File: config.mk
export PLATFORM = sky130hd
export DESIGN_NAME = ook_pulse_width_packet_transmitter_unit
export DESIGN_NICKNAME = d
export VERILOG_FILES = /design/src/sv/ookpw_pkg.sv /design/src/sv/ookpw_front.sv /design/src/sv/ookpw_back.sv /design/src/sv/ook_pulse_width_packet_transmitter_unit.sv
export SDC_FILE = /design/constraint.sdc
export NUM_CORES = 2
export LEC_CHECK = 0
export BUFFER_PORTS_ARGS = -buffer_cell sky130_fd_sc_hd__buf_2
export CELL_PAD_IN_SITES_DETAIL_PLACEMENT = 1
export CELL_PAD_IN_SITES_GLOBAL_PLACEMENT = 1
export CORE_MARGIN = 8
export CORE_UTILIZATION = 55
export CTS_BUF_LIST = sky130_fd_sc_hd__clkbuf_16
export CTS_CLUSTER_SIZE = 24
export DETAILED_ROUTE_END_ITERATION = 10
export GPL_TIMING_DRIVEN = 0
export HOLD_SLACK_MARGIN = 0.05
export PLACE_DENSITY_LB_ADDON = 0.1
export SLEW_MARGIN = 5
export SYNTH_ARGS = -nofsm -noshare
export SYNTH_HDL_FRONTEND = slang
export SYNTH_SLANG_ARGS = --single-unit
File: constraint.sdc
create_clock -name aclk -period 14 [get_ports aclk]
set_input_delay 0 -clock aclk [delete_from_list [all_inputs] [get_ports aclk]]
set_output_delay 0 -clock aclk [all_outputs]
set_load 0.02 [all_outputs]
File: src/sv/ookpw_pkg.sv
`timescale 1ns / 1ps
`default_nettype none

package ookpw_pkg;

    // Defaults for the top-level parameters.
    localparam int FIFO_DEPTH_DEF  = 256;
    localparam int SYNC_PULSES_DEF = 40;

    // Configuration register indexes.
    localparam logic [1:0] CFG_SPM   = 2'd0;
    localparam logic [1:0] CFG_GAP   = 2'd1;
    localparam logic [1:0] CFG_LIMIT = 2'd2;

    // Register widths and reset values.
    localparam int SPM_W   = 16;
    localparam int GAP_W   = 14;
    localparam int LIMIT_W = 16;
    localparam logic [SPM_W-1:0]   SPM_RESET   = 16'd48;
    localparam logic [LIMIT_W-1:0] LIMIT_RESET = 16'hFFFF;

    // Segment lengths fit in 30 bits (10000 ms gap at the top sample rate).
    localparam int SEG_W = 30;
    localparam logic [SEG_W-1:0] BLANK_MS = 30'd10;
    localparam logic [SEG_W-1:0] PRE_MS   = 30'd2;

    // Word kinds on the input channel.
    localparam logic OP_PUSH   = 1'b0;
    localparam logic OP_SAMPLE = 1'b1;

    // One queued input word.
    typedef struct packed {
        logic       opcode;
        logic [7:0] byte_value;
        logic       last_byte;
    } item_t;

endpackage

`default_nettype wire

File: src/sv/ookpw_front.sv
`timescale 1ns / 1ps
`default_nettype none

module ookpw_front
    import ookpw_pkg::*;
(
    input  wire logic       aclk,
    input  wire logic       aresetn,
    input  wire logic       s_tvalid,
    output logic            s_tready,
    input  wire logic [7:0] s_tdata,
    input  wire logic       s_tuser,
    input  wire logic       s_tlast,
    output logic            head_valid,
    output item_t           head_item,
    input  wire logic       head_pop
);

    localparam int QDEPTH = 4;
    localparam int QAW    = $clog2(QDEPTH);

    item_t              q_reg [QDEPTH];
    logic [QAW-1:0]     wr_ptr_reg, wr_ptr_next;
    logic [QAW-1:0]     rd_ptr_reg, rd_ptr_next;
    logic [QAW:0]       count_reg, count_next;
    logic               push;
    logic               pop;
    item_t              in_item;

    // Classify the incoming word into a queue entry.
    always_comb begin
        in_item.opcode     = s_tuser;
        in_item.byte_value = s_tdata;
        in_item.last_byte  = s_tlast;
    end

    assign s_tready   = (count_reg != (QAW+1)'(QDEPTH));
    assign push       = s_tvalid && s_tready;
    assign head_valid = (count_reg != '0);
    assign pop        = head_pop && head_valid;
    assign head_item  = q_reg[rd_ptr_reg];

    // Pointer and count updates.
    always_comb begin
        wr_ptr_next = push ? wr_ptr_reg + 1'b1 : wr_ptr_reg;
        rd_ptr_next = pop ? rd_ptr_reg + 1'b1 : rd_ptr_reg;
        count_next  = count_reg;
        if (push && !pop) begin
            count_next = count_reg + 1'b1;
        end else if (pop && !push) begin
            count_next = count_reg - 1'b1;
        end
    end

    always_ff @(posedge aclk) begin
        if (!aresetn) begin
            wr_ptr_reg <= '0;
            rd_ptr_reg <= '0;
            count_reg  <= '0;
        end else begin
            wr_ptr_reg <= wr_ptr_next;
            rd_ptr_reg <= rd_ptr_next;
            count_reg  <= count_next;
        end
    end

    // Queue storage.
    always_ff @(posedge aclk) begin
        if (push) begin
            q_reg[wr_ptr_reg] <= in_item;
        end
    end

endmodule

`default_nettype wire

File: src/sv/ookpw_back.sv
`timescale 1ns / 1ps
`default_nettype none

module ookpw_back
    import ookpw_pkg::*;
#(
    parameter int FIFO_DEPTH  = FIFO_DEPTH_DEF,
    parameter int SYNC_PULSES = SYNC_PULSES_DEF
) (
    input  wire logic               aclk,
    input  wire logic               aresetn,
    input  wire logic               cfg_we,
    input  wire logic [1:0]         cfg_addr,
    input  wire logic [LIMIT_W-1:0] cfg_wdata,
    input  wire logic               head_valid,
    input  wire item_t              head_item,
    output logic                    head_pop,
    output logic                    m_tvalid,
    input  wire logic               m_tready,
    output logic [7:0]              m_tdata
);

    localparam int AW = $clog2(FIFO_DEPTH);
    localparam int FW = $clog2(FIFO_DEPTH + 1);
    localparam int PW = $clog2(SYNC_PULSES + 1);

    typedef enum logic [3:0] {
        PH_IDLE, PH_LEAD, PH_SYNC_HI, PH_SYNC_LO, PH_SYNC_TAIL,
        PH_PRE_LO, PH_PRE_HI, PH_DATA, PH_GAP
    } phase_t;

    // Configuration registers and derived segment lengths.
    logic [SPM_W-1:0]   spm_reg;
    logic [GAP_W-1:0]   gap_ms_reg;
    logic [SPM_W-1:0]   ms_eff;
    logic [SEG_W-1:0]   len_ms_reg, len_half_reg, len_pre_reg, len_blank_reg, len_gap_reg;

    // Byte store and its pointers.
    logic [8:0]         store_mem [FIFO_DEPTH];
    logic [8:0]         rd_data_reg;
    logic [AW-1:0]      wp_reg, wp_next;
    logic [AW-1:0]      rp_reg, rp_next;
    logic [AW-1:0]      fsp_reg, fsp_next;
    logic [FW-1:0]      fill_reg, fill_next;
    logic [FW-1:0]      cp_reg, cp_next;

    // Frame state.
    phase_t             phase_reg, phase_next;
    logic [SEG_W-1:0]   sc_reg, sc_next;
    logic [PW-1:0]      pc_reg, pc_next;
    logic [2:0]         bp_reg, bp_next;
    logic               second_reg, second_next;
    logic [LIMIT_W-1:0] fl_reg, fl_next;

    logic               m_tvalid_reg, m_tvalid_next;
    logic [2:0]         out_reg, out_next;

    logic               act;
    logic               store_we;
    logic [SEG_W-1:0]   seg_len;
    logic               seg_level;
    logic               cur_bit;
    logic [AW-1:0]      rp_inc;

    function automatic logic [AW-1:0] ptr_inc(input logic [AW-1:0] p);
        ptr_inc = (p == AW'(FIFO_DEPTH - 1)) ? '0 : p + 1'b1;
    endfunction

    assign ms_eff  = (spm_reg == '0) ? SPM_W'(1) : spm_reg;
    assign cur_bit = rd_data_reg[3'd7 - bp_reg];
    assign rp_inc  = ptr_inc(rp_reg);
    assign act     = head_valid && (!m_tvalid_reg || m_tready);

    // Length and level of the current segment.
    always_comb begin
        unique case (phase_reg)
            PH_IDLE, PH_LEAD:                    seg_len = len_blank_reg;
            PH_SYNC_HI, PH_SYNC_LO, PH_SYNC_TAIL: seg_len = len_ms_reg;
            PH_PRE_LO, PH_PRE_HI:                seg_len = len_pre_reg;
            PH_DATA:                             seg_len = cur_bit ? len_ms_reg : len_half_reg;
            default:                             seg_len = len_gap_reg;
        endcase
        unique case (phase_reg)
            PH_SYNC_HI, PH_SYNC_TAIL, PH_PRE_HI: seg_level = 1'b1;
            PH_DATA:                             seg_level = bp_reg[0];
            default:                             seg_level = 1'b0;
        endcase
    end

    // One step of the sequencer per cycle while a word waits and the result side
    // is not stalled: a push, a frame start, a sample or a move to the next segment.
    always_comb begin
        wp_next       = wp_reg;
        rp_next       = rp_reg;
        fsp_next      = fsp_reg;
        fill_next     = fill_reg;
        cp_next       = cp_reg;
        phase_next    = phase_reg;
        sc_next       = sc_reg;
        pc_next       = pc_reg;
        bp_next       = bp_reg;
        second_next   = second_reg;
        fl_next       = fl_reg;
        head_pop      = 1'b0;
        store_we      = 1'b0;
        m_tvalid_next = m_tvalid_reg && !m_tready;
        out_next      = out_reg;

        if (act) begin
            if (head_item.opcode == OP_PUSH) begin
                head_pop      = 1'b1;
                m_tvalid_next = 1'b1;
                out_next      = {1'b0, fl_reg == '0, 1'b0};
                if (fill_reg < FW'(FIFO_DEPTH)) begin
                    store_we  = 1'b1;
                    wp_next   = ptr_inc(wp_reg);
                    fill_next = fill_reg + 1'b1;
                    if (head_item.last_byte) begin
                        cp_next = cp_reg + 1'b1;
                    end
                    out_next[2] = 1'b1;
                end
            end else if (fl_reg == '0) begin
                head_pop      = 1'b1;
                m_tvalid_next = 1'b1;
                out_next      = 3'b010;
            end else if (phase_reg == PH_IDLE && sc_reg == '0 && cp_reg != '0) begin
                phase_next  = PH_LEAD;
                second_next = 1'b0;
                bp_next     = '0;
                pc_next     = '0;
                rp_next     = fsp_reg;
            end else if (sc_reg < seg_len) begin
                head_pop      = 1'b1;
                m_tvalid_next = 1'b1;
                out_next      = {2'b00, seg_level};
                sc_next       = sc_reg + 1'b1;
            end else begin
                sc_next = '0;
                unique case (phase_reg)
                    PH_IDLE: ;
                    PH_LEAD: begin
                        phase_next = PH_SYNC_HI;
                        pc_next    = '0;
                    end
                    PH_SYNC_HI:   phase_next = PH_SYNC_LO;
                    PH_SYNC_LO: begin
                        pc_next    = pc_reg + 1'b1;
                        phase_next = (pc_reg + 1'b1 >= PW'(SYNC_PULSES)) ?
                                     PH_SYNC_TAIL : PH_SYNC_HI;
                    end
                    PH_SYNC_TAIL: phase_next = PH_PRE_LO;
                    PH_PRE_LO:    phase_next = PH_PRE_HI;
                    PH_PRE_HI: begin
                        phase_next = PH_DATA;
                        bp_next    = '0;
                        rp_next    = fsp_reg;
                    end
                    PH_DATA: begin
                        if (bp_reg != 3'd7) begin
                            bp_next = bp_reg + 1'b1;
                        end else begin
                            bp_next = '0;
                            rp_next = rp_inc;
                            if (second_reg) begin
                                if (fill_reg != '0) begin
                                    fill_next = fill_reg - 1'b1;
                                end
                                fsp_next = rp_inc;
                            end
                            if (rd_data_reg[8]) begin
                                if (!second_reg) begin
                                    second_next = 1'b1;
                                    phase_next  = PH_PRE_LO;
                                end else begin
                                    if (cp_reg != '0) begin
                                        cp_next = cp_reg - 1'b1;
                                    end
                                    phase_next = PH_GAP;
                                end
                            end
                        end
                    end
                    default: begin
                        if (fl_reg[LIMIT_W-1]) begin
                            fl_next = '1;
                        end else if (fl_reg != '0) begin
                            fl_next = fl_reg - 1'b1;
                        end
                        phase_next  = PH_IDLE;
                        second_next = 1'b0;
                        // Reaching the limit ends this sample at once.
                        if (fl_reg == LIMIT_W'(1)) begin
                            head_pop      = 1'b1;
                            m_tvalid_next = 1'b1;
                            out_next      = 3'b010;
                        end
                    end
                endcase
            end
        end

        if (cfg_we && cfg_addr == CFG_LIMIT) begin
            fl_next = cfg_wdata;
        end
    end

    // Control state.
    always_ff @(posedge aclk) begin
        if (!aresetn) begin
            spm_reg      <= SPM_RESET;
            gap_ms_reg   <= '0;
            wp_reg       <= '0;
            rp_reg       <= '0;
            fsp_reg      <= '0;
            fill_reg     <= '0;
            cp_reg       <= '0;
            phase_reg    <= PH_IDLE;
            sc_reg       <= '0;
            pc_reg       <= '0;
            bp_reg       <= '0;
            second_reg   <= 1'b0;
            fl_reg       <= LIMIT_RESET;
            m_tvalid_reg <= 1'b0;
        end else begin
            if (cfg_we && cfg_addr == CFG_SPM) begin
                spm_reg <= cfg_wdata;
            end
            if (cfg_we && cfg_addr == CFG_GAP) begin
                gap_ms_reg <= cfg_wdata[GAP_W-1:0];
            end
            wp_reg       <= wp_next;
            rp_reg       <= rp_next;
            fsp_reg      <= fsp_next;
            fill_reg     <= fill_next;
            cp_reg       <= cp_next;
            phase_reg    <= phase_next;
            sc_reg       <= sc_next;
            pc_reg       <= pc_next;
            bp_reg       <= bp_next;
            second_reg   <= second_next;
            fl_reg       <= fl_next;
            m_tvalid_reg <= m_tvalid_next;
        end
    end

    // Segment lengths, output word and byte store; no reset needed.
    always_ff @(posedge aclk) begin
        len_ms_reg    <= SEG_W'(ms_eff);
        len_half_reg  <= SEG_W'(ms_eff >> 1);
        len_pre_reg   <= SEG_W'(ms_eff) * PRE_MS;
        len_blank_reg <= SEG_W'(ms_eff) * BLANK_MS;
        len_gap_reg   <= SEG_W'(gap_ms_reg) * SEG_W'(ms_eff);
        out_reg       <= out_next;
        if (store_we) begin
            store_mem[wp_reg] <= {head_item.last_byte, head_item.byte_value};
        end
        rd_data_reg <= store_mem[rp_next];
    end

    assign m_tvalid = m_tvalid_reg;
    assign m_tdata  = {5'b00000, out_reg};

endmodule

`default_nettype wire

File: src/sv/ook_pulse_width_packet_transmitter_unit.sv
`timescale 1ns / 1ps
`default_nettype none

// Channel  | Dir | Signals                       | Contents
// ---------+-----+-------------------------------+---------------------------------------
// input    | in  | s_tvalid s_tready s_tdata     | tdata[7:0] byte_value
//          |     | s_tuser s_tlast               | tuser opcode, tlast last_byte
// result   | out | m_tvalid m_tready m_tdata     | tdata[0] level, [1] done, [2] accepted
// config   | in  | cfg_we cfg_addr cfg_wdata     | 0 samples_per_ms, 1 gap_ms, 2 limit
//
// A push or a sample inside a segment is handled in one sequencer step.
// A sample that starts a frame or crosses segment ends first takes a sequencer step
// of its own for each frame start and each segment boundary passed;
// the boundary that uses up the frame limit returns its word in that same step.
// Synchronous active-low reset clears control state; the byte store is not cleared.
// A four-word input queue lets the input side run while the result side stalls.

module ook_pulse_width_packet_transmitter_unit
    import ookpw_pkg::*;
#(
    parameter int FIFO_DEPTH  = FIFO_DEPTH_DEF,
    parameter int SYNC_PULSES = SYNC_PULSES_DEF
) (
    input  wire logic               aclk,
    input  wire logic               aresetn,
    input  wire logic               s_tvalid,
    output logic                    s_tready,
    input  wire logic [7:0]         s_tdata,   // byte_value
    input  wire logic               s_tuser,   // opcode
    input  wire logic               s_tlast,
    output logic                    m_tvalid,
    input  wire logic               m_tready,
    output logic [7:0]              m_tdata,   // sample_level, stream_done, byte_accepted
    input  wire logic               cfg_we,
    input  wire logic [1:0]         cfg_addr,
    input  wire logic [LIMIT_W-1:0] cfg_wdata
);

    logic  head_valid;
    item_t head_item;
    logic  head_pop;

    ookpw_front u_front (
        .aclk       (aclk),
        .aresetn    (aresetn),
        .s_tvalid   (s_tvalid),
        .s_tready   (s_tready),
        .s_tdata    (s_tdata),
        .s_tuser    (s_tuser),
        .s_tlast    (s_tlast),
        .head_valid (head_valid),
        .head_item  (head_item),
        .head_pop   (head_pop)
    );

    ookpw_back #(
        .FIFO_DEPTH  (FIFO_DEPTH),
        .SYNC_PULSES (SYNC_PULSES)
    ) u_back (
        .aclk       (aclk),
        .aresetn    (aresetn),
        .cfg_we     (cfg_we),
        .cfg_addr   (cfg_addr),
        .cfg_wdata  (cfg_wdata),
        .head_valid (head_valid),
        .head_item  (head_item),
        .head_pop   (head_pop),
        .m_tvalid   (m_tvalid),
        .m_tready   (m_tready),
        .m_tdata    (m_tdata)
    );

endmodule

`default_nettype wire

# After elaboration in Yosys (flattened, before gate mapping)

Memory sizes are Yosys's and may differ from the RTL's. A register that Yosys moved wholly into a read port is not among the register bits.
Index checks and enable logic that the tools add are counted.

Memories: 2
Bits in writable memories: 2344
Flip-flop bits (word level): 223

Equality and inequality tests: 35
Muxes and demuxes: 95
Reduce and logical (&&, ||, !) cells: 52
Bitwise operators: 5
$lt $le $gt $ge: 4
Add/subtract/negate cells: 15
Multiply operators: 2

Memories:

| name             | words | width | read ports | clocked after Yosys merged registers in | wr ports | RTL line          | RTL |
|---|---|---|---|---|---|---|---|
| u_back.store_mem | 256   | 9     | 1          | 1                                       | 1        | ookpw_back.sv:39  | `logic [8:0] store_mem [FIFO_DEPTH];` |
| u_front.q_reg    | 4     | 10    | 1          | 1                                       | 1        | ookpw_front.sv:22 | `item_t q_reg [QDEPTH];` |

Operator list:

| cell                                                | number |
|---|---|
| 2-to-1 mux 9 bit                                    | 20 |
| 2-to-1 mux 16 bit                                   | 11 |
| case mux 30 bit (4 select lines)                    | 1 |
| 2-to-1 mux 8 bit                                    | 8 |
| 2-to-1 mux 3 bit                                    | 12 |
| logical NOT 16 bit                                  | 2 |
| case mux 4 bit (8 select lines)                     | 1 |
| adder 30 x 1 -> 30 bit (second input constant)      | 1 |
| logical NOT 30 bit                                  | 1 |
| < comparator 30 bit                                 | 1 |
| multiplier 14 x 16 -> 30 bit                        | 1 |
| 2-to-1 mux 30 bit                                   | 1 |
| 2-to-1 mux 1 bit                                    | 26 |
| inequality test 2 bit (second input constant)       | 13 |
| AND reduction 7 bit                                 | 3 |
| 2-to-1 mux 4 bit                                    | 5 |
| multiplier 16 x 3 -> 19 bit (second input constant) | 1 |
| adder 9 x 1 -> 9 bit (second input constant)        | 2 |
| nonzero test 9 bit                                  | 2 |
| subtractor 9 x 1 -> 9 bit (second input constant)   | 2 |
| adder 8 x 1 -> 8 bit (second input constant)        | 2 |
| == test 16 x 1 -> 1 bit (second input constant)     | 1 |
| == test 4 x 3 -> 1 bit (second input constant)      | 4 |
| == test 8 bit (second input constant)               | 2 |
| 45 further kinds                                    | 85 |

# Longest topological paths before layout

Depth after elaboration: 15
Mapped depth: 29
Mapped depth without buffers: 26

# Cells and area by module

A second synthesis with hierarchy kept.

Cell total of the unflattened synthesis: 6155
Area, all modules: 108175.0 µm²

Modules (own cells, without submodules):

| module      | cells each | seq. area each (µm²) | area each (µm²) | times used |
|---|---|---|---|---|
| ookpw_back  | 6055       | 73380.4              | 106229.4        | 1 |
| ookpw_front | 100        | 1381.3               | 1945.6          | 1 |

# Least setup slack after synthesis

OpenSTA, ideal clock, no wires.

Path type: register -> register
Start: register u_back.spm_reg[15]
End: register u_back.len_gap_reg[26]
Data required time: 13928 ps
Library setup time: 72 ps
Path slack: 7483 ps
Stages on the path, launching flop included: 23
Arrival: 6445 ps
Cell sequence: dfxtp_1 > clkbuf_1 > nor4_1 > a41o_1 > clkbuf_1 > nand2_1 > fa_1 > fa_1 > fa_1 > fa_1 > fa_1 > fa_1 > inv_1 > ha_1 > or4_1 > a211oi_1 > nor4_1 > o31ai_1 > o21ai_0 > o41a_1 > a21o_1 > a21oi_1 > xnor2_1

Cells in the longest elaborated chain, start to end: 3

Ends and longest elaborated chain:

| what                         | RTL line          | RTL |
|---|---|---|
| start, declared              | ookpw_back.sv:33  | `logic [SPM_W-1:0] spm_reg;` |
| start signal, assigned       | ookpw_back.sv:227 | `spm_reg <= cfg_wdata;` |
| logical NOT 16 bit           | ookpw_back.sv:69  | `assign ms_eff = (spm_reg == '0) ? SPM_W'(1) : spm_reg;` |
| 2-to-1 mux 16 bit            | ookpw_back.sv:69  |  |
| named net u_back.ms_eff[0]   | ookpw_back.sv:35  | `logic [SPM_W-1:0] ms_eff;` |
| multiplier 14 x 16 -> 30 bit | ookpw_back.sv:253 | `len_gap_reg <= SEG_W'(gap_ms_reg) * SEG_W'(ms_eff);` |
| end signal, assigned         | ookpw_back.sv:253 |  |
| end, declared                | ookpw_back.sv:36  | `logic [SEG_W-1:0] len_ms_reg, len_half_reg, len_pre_reg, len_blank_reg, len_gap_reg;` |

The timed path passes the listed nets, and every way through them passes these cells.
A chain may end at the register's enable or synchronous reset.

# Final worst setup path

Start: register u_back.bp_reg[0]
End: register u_back.rd_data_reg[8] (read register of u_back.store_mem)

Cells in the longest elaborated chain, start to end: 11
Elaborated cells between the ends (all ways): 14
Classes of those cells: add/sub: 1; order compare: 1; eq/ne: 1; mux: 11

Ends and longest elaborated chain:

| what                                   | RTL line          | RTL |
|---|---|---|
| start, declared                        | ookpw_back.sv:51  | `logic [2:0] bp_reg, bp_next;` |
| start signal, assigned                 | ookpw_back.sv:240 | `bp_reg <= bp_next;` |
| subtractor 3 bit                       | ookpw_back.sv:70  | `assign cur_bit = rd_data_reg[3'd7 - bp_reg];` |
| binary-select mux 1 bit (select 3 bit) | ookpw_back.sv:70  |  |
| 2-to-1 mux 1 bit (implied by the code) | ookpw_back.sv:70  |  |
| 2-to-1 mux 16 bit                      | ookpw_back.sv:80  | `PH_DATA: seg_len = cur_bit ? len_ms_reg : len_half_reg;` |
| case mux 30 bit (4 select lines)       | ookpw_back.sv:76  | `unique case (phase_reg)` |
| < comparator 30 bit                    | ookpw_back.sv:133 | `end else if (sc_reg < seg_len) begin` |
| 2-to-1 mux 8 bit *                     | ookpw_back.sv:133 |  |
| 2-to-1 mux 8 bit *                     | ookpw_back.sv:127 | `end else if (phase_reg == PH_IDLE && sc_reg == '0 && cp_reg != '0) begin` |
| 2-to-1 mux 8 bit *                     | ookpw_back.sv:123 | `end else if (fl_reg == '0) begin` |
| 2-to-1 mux 8 bit *                     | ookpw_back.sv:110 | `if (head_item.opcode == OP_PUSH) begin` |
| 2-to-1 mux 8 bit *                     | ookpw_back.sv:109 | `if (act) begin` |
| end, declared                          | ookpw_back.sv:40  | `logic [8:0] rd_data_reg;` |

Every way passes the cells marked *; elsewhere a longest branch is shown, timed or not. The select of a mux whose other input is x is not followed.

==> results list <==
- Total Negative Setup Slacks: 0 ns
- Via count of the routed design: 80.87k
- The share of total power dissipated in the clock network is between 20% and 30%.
- Number of flip-flops in the largest register: about 2.3k
- Ranked by total cell area, the synthesized netlist is headed by sky130_fd_sc_hd__edfxtp_1 (63%), sky130_fd_sc_hd__nand2_1 (4.5%), sky130_fd_sc_hd__dfxtp_1 (3.8%).
- Least-Margin Pin Slew: 1.529 ns
* Top flip-flop cell by instance count after synthesis: sky130_fd_sc_hd__edfxtp_1
- The synthesized design contains 2561 register bits.
- Net Sw Power: between 0.009 and 0.01 W
- Global routing used around half of the available met1 tracks.
- From left edge to right edge, the die measures between 400 and 500 um.
* TritonCTS Buffers: roughly 290
* Sequential share of the synthesized area: around two thirds
* Critical path capture point type: flip-flop
- Entering global routing, the biggest net connects between 90 and 100 pins.
- Outcome: complete, but fails checks
- Half-perimeter wire length after detailed placement: between 300 and 400 mm
- Internal cell power: around 0.015 W
- Timing would allow up to just under 100 MHz.
* Endpoint required time on the critical path: 14.84 ns
- Clock-pin slew was measured on the worst setup and hold paths at around 0.060 ns.
- Between clock sinks in the finished design, the worst skew comes to ~0.06 ns.
- Unrepaired setup endpoints after global routing: no
- Max-Slew Margin vs Limit: -1.958%
- The number of setup buffers added after CTS is 0.
- I/O Pins: 43
- Share of total power consumed by net switching: between 30% and 40%
* Max Fanout on Critical Path: 11
- The clock period could shrink to just over 10 ns.
- The critical path in this run is classified as flip-flop to flip-flop.
- Number of filler instances in the final layout: 19.27k
- Share of the core filled with cells: about 62%
- The Yosys step of the flow raised 0 warnings.
- The area growth from synthesis to layout is 12.46%.
- Total routing usage reported by global routing: around two fifths
* Antenna violations before repair: 39
- Synth cell types: 85
- Global routing consumed, on the met2 layer, approximately three fifths of the routing resources.
- In this run, post-CTS repair resized a total of 0 instances.
- Sequential cells account for 37.9% of the total power.
- In this run the vertical extent of the chip is roughly 470 um.
- Critical Path Start Type: flip-flop
- Power spread over the standard cell area amounts to approximately 200 nW/um2.
- Yosys mapped a number of flops with a built-in enable equal to 2347.
* Die Footprint: 218200 um2
- TritonCTS clock tree: done
- For met3 alone, demand over resource in global routing was 10.46%.
- Combinational share of power: between 30% and 40%
- Period Utilization, post-route: between 70% and 80%
* Via-per-instance ratio: between 6 and 7
* Area share of the leading cell type in the synthesized netlist: 62.97%
- First-pass iteration count of the detailed router: 6
- The average instance in the mapped netlist occupies between 10 and 15 um2.
* CP Data Arrival Time: ~11 ns
- After layout, the worst setup slack is 3.703 ns.
* Leakage power summed over all cells: about 45 nW
- Placer's final routability congestion estimate: 1.013
- Setup violations remaining at the end of the flow were counted as 0.
- The tree is rooted in a sky130_fd_sc_hd__clkbuf_16.
- Count of buffers inserted at the top-level ports: 36
- Global-route layer with the greatest usage: met2
- The worst-case IR drop observed on VDD is 151.9 uV.
- In this run the remaining antenna-violating nets after routing total 0.
- Clk sinks: roughly 2.6k
- In the synthesized netlist, the number of instances is between 8k and 9k.
- First-pass GRT wire length: roughly 600 mm
- In this run the deepest clock path goes through 4 buffers.
- At the end of the flow, the number of nets in the layout was slightly above 9k.
- In this run the cell area of the synthesized design comes to 111900 um2.
* Violations in the final reports: capacitance limit, slew limit
- Async S/R FF share, synth: 0%
- For this block, the initial DRC count from the detailed router was ~12k.
- Layout cell share with drive strength beyond 1: 7.648%
* Max H-tree Level: 5
- Per-cell routed wire length: around 37 um
- Final Max Tran Viols: 11
* Post-CTS Hold Fix Bufs: 76
- Overall power after layout: between 0.02 and 0.025 W
- The min-delay analysis places its worst path in the category primary input to flip-flop.
* Overflow left after global routing: 0
- Row Count: roughly 170
- Number of max-capacitance violations reported: 1
* Core footprint: 202300 um2
* Detailed-route wire length: between 400 and 500 mm
- Initial Util: a little under three fifths
* Post-synth top area cell: sky130_fd_sc_hd__edfxtp_1
* Worst-skew pair later-pin latency: about 0.95 ns
* Via count of the first global-routing pass: between 80k and 90k
* Final Hold Vio Count: 0
- After detailed routing, the number of remaining DRC violations is 0.
* Setup slack after placement: just over 4 ns
worst max-delay path: stages (launching register included):
cell                        delay [ns]
sky130_fd_sc_hd__dfxtp_1          0.72
sky130_fd_sc_hd__mux4_2           0.68
sky130_fd_sc_hd__mux2i_4          0.28
sky130_fd_sc_hd__o21ai_0          0.12
sky130_fd_sc_hd__a21oi_1          0.24
sky130_fd_sc_hd__nor2_1           0.12
sky130_fd_sc_hd__clkbuf_1         0.27
sky130_fd_sc_hd__a221o_1          0.40
sky130_fd_sc_hd__o21ai_0          0.14
sky130_fd_sc_hd__ha_1             0.22
sky130_fd_sc_hd__nand2_1          0.05
sky130_fd_sc_hd__o21ai_0          0.18
sky130_fd_sc_hd__nand2b_1         0.12
sky130_fd_sc_hd__a2111oi_1        0.93
sky130_fd_sc_hd__o311a_1          0.29
sky130_fd_sc_hd__o21ai_1          0.11
sky130_fd_sc_hd__nand2_1          0.74
sky130_fd_sc_hd__buf_2            0.52
sky130_fd_sc_hd__buf_2            0.38
sky130_fd_sc_hd__buf_2            0.56
sky130_fd_sc_hd__clkbuf_1         0.86
sky130_fd_sc_hd__a211oi_1         0.13
sky130_fd_sc_hd__a31oi_1          0.43
sky130_fd_sc_hd__o22ai_1          0.25
sky130_fd_sc_hd__o21ai_0          0.44
sky130_fd_sc_hd__nand4_1          0.41
sky130_fd_sc_hd__and4b_1          0.50
Yosys cell counts (53+ instances only):
master and number:
sky130_fd_sc_hd__a311oi_1 67, sky130_fd_sc_hd__and3_1 317, sky130_fd_sc_hd__a22oi_1 81, sky130_fd_sc_hd__nand2_1 1354, sky130_fd_sc_hd__a32oi_1 55, sky130_fd_sc_hd__buf_2 137, sky130_fd_sc_hd__o22ai_1 106, sky130_fd_sc_hd__ha_1 185
sky130_fd_sc_hd__a211oi_1 255, sky130_fd_sc_hd__mux2i_1 417, sky130_fd_sc_hd__nor3_1 67, sky130_fd_sc_hd__inv_1 227, sky130_fd_sc_hd__a21oi_1 228, sky130_fd_sc_hd__edfxtp_1 2347, sky130_fd_sc_hd__xnor2_1 53, sky130_fd_sc_hd__nor2_1 430
sky130_fd_sc_hd__dfxtp_1 214, sky130_fd_sc_hd__a221oi_1 74, sky130_fd_sc_hd__and2_1 125, sky130_fd_sc_hd__fa_1 169, sky130_fd_sc_hd__xor2_1 54, sky130_fd_sc_hd__o21ai_0 169, sky130_fd_sc_hd__a31oi_1 237, sky130_fd_sc_hd__clkbuf_1 350
sky130_fd_sc_hd__nand3_1 270
final timing paths:
path / slack (ns) / startpoint / to / depth (start not counted)
setup / recovery: 3.70 / u_back.bp_reg[0] / u_back.rd_data_reg[8] / 26
hold / removal: 0.18 / cfg_wdata[1] / u_back.fl_reg[1] / 4
setup reg to reg: 3.70 / u_back.bp_reg[0] / u_back.rd_data_reg[8] / 26
hold reg to reg: 0.48 / u_back.spm_reg[0] / u_back.spm_reg[0] / 2
per-layer routing:
layer | vias up | share of wire, %
li1 | 32690 | -
met1 | 41060 | 36
met2 | 5664 | 45
met3 | 1442 | 11
met4 | 18 | 8.4
met5 | - | 0.033
metrics by stage:
step | cells | hold slack [ns] | instance area (um2)
after CTS | 11800 | 0.07042 | 125800
final | 11830 | 0.1844 | 125900
after detailed placement | 11250 | 0.2188 | 116600
after global routing | 11800 | 0.1884 | 125800
after floorplan | 8495 | 0.09887 | 111900
after global placement | 11200 | 0.2121 | 115500
cell usage in the layout (no fill, tap or decap), drive strengths merged, types with 15 or more instances in the layout:
| master | count |
|---|---|
| a311oi | 67 |
| a32oi | 55 |
| diode | 28 |
| nand3 | 272 |
| a21boi | 18 |
| ha | 185 |
| edfxtp | 2347 |
| or3 | 25 |
| nor2 | 430 |
| o21bai | 19 |
| mux2i | 418 |
| a21o | 23 |
| inv | 299 |
| xnor2 | 53 |
| and3 | 317 |
| or4 | 35 |
| nand2 | 1354 |
| clkbuf | 643 |
| a31oi | 238 |
| dlygate4sd3 | 76 |
| o21ai | 170 |
| fa | 169 |
| nand4 | 36 |
| a221oi | 74 |
| o22ai | 106 |
| and2 | 125 |
| a22oi | 81 |
| o221ai | 25 |
| buf | 308 |
| xor2 | 54 |
| nor3 | 67 |
| a22o | 16 |
| clkinv | 99 |
| a211oi | 255 |
| dfxtp | 214 |
| a21oi | 228 |
| a221o | 15 |
| nor4 | 32 |
kinds of logic after synthesis:
group / Yosys count / share of synthesized area, %
AND/OR/NAND/NOR: 2754 / 11.15
flip-flops: 2561 / 66.79
AO/OA/AOI/OAI: 1469 / 9.021
buffers and inverters: 811 / 3.068
multiplexers: 434 / 4.034
adder cells (fa/ha/maj): 354 / 5.091
XOR/XNOR: 107 / 0.8373
other: 1 / 0.003350
cell type report:
cell class	instances	area, um2	area share (%)
diodes	28	70.07	0.05566
plain buffers	582	2603	2.067
clock buffers	291	7282	5.785
clock inverters	186	1181	0.9383
inverters	229	859.6	0.6829
multi-input cells	5123	33810	26.86
flip-flops and latches	2561	74760	59.39
well taps	2672	3343	2.656
repair buffers	154	1968	1.564
power groups by stage:
stage	combinational, W	clock, W	sequential, W
after detailed placement	0.00789	0	0.00962
after CTS	0.00799	0.00705	0.00946
final	0.00840	0.00708	0.00946
after global placement	0.00736	0	0.00993
after floorplan	0.00386	0	0.00971
after global routing	0.00841	0.00730	0.00946
No activity file was read; power rests on OpenSTA's default activity.
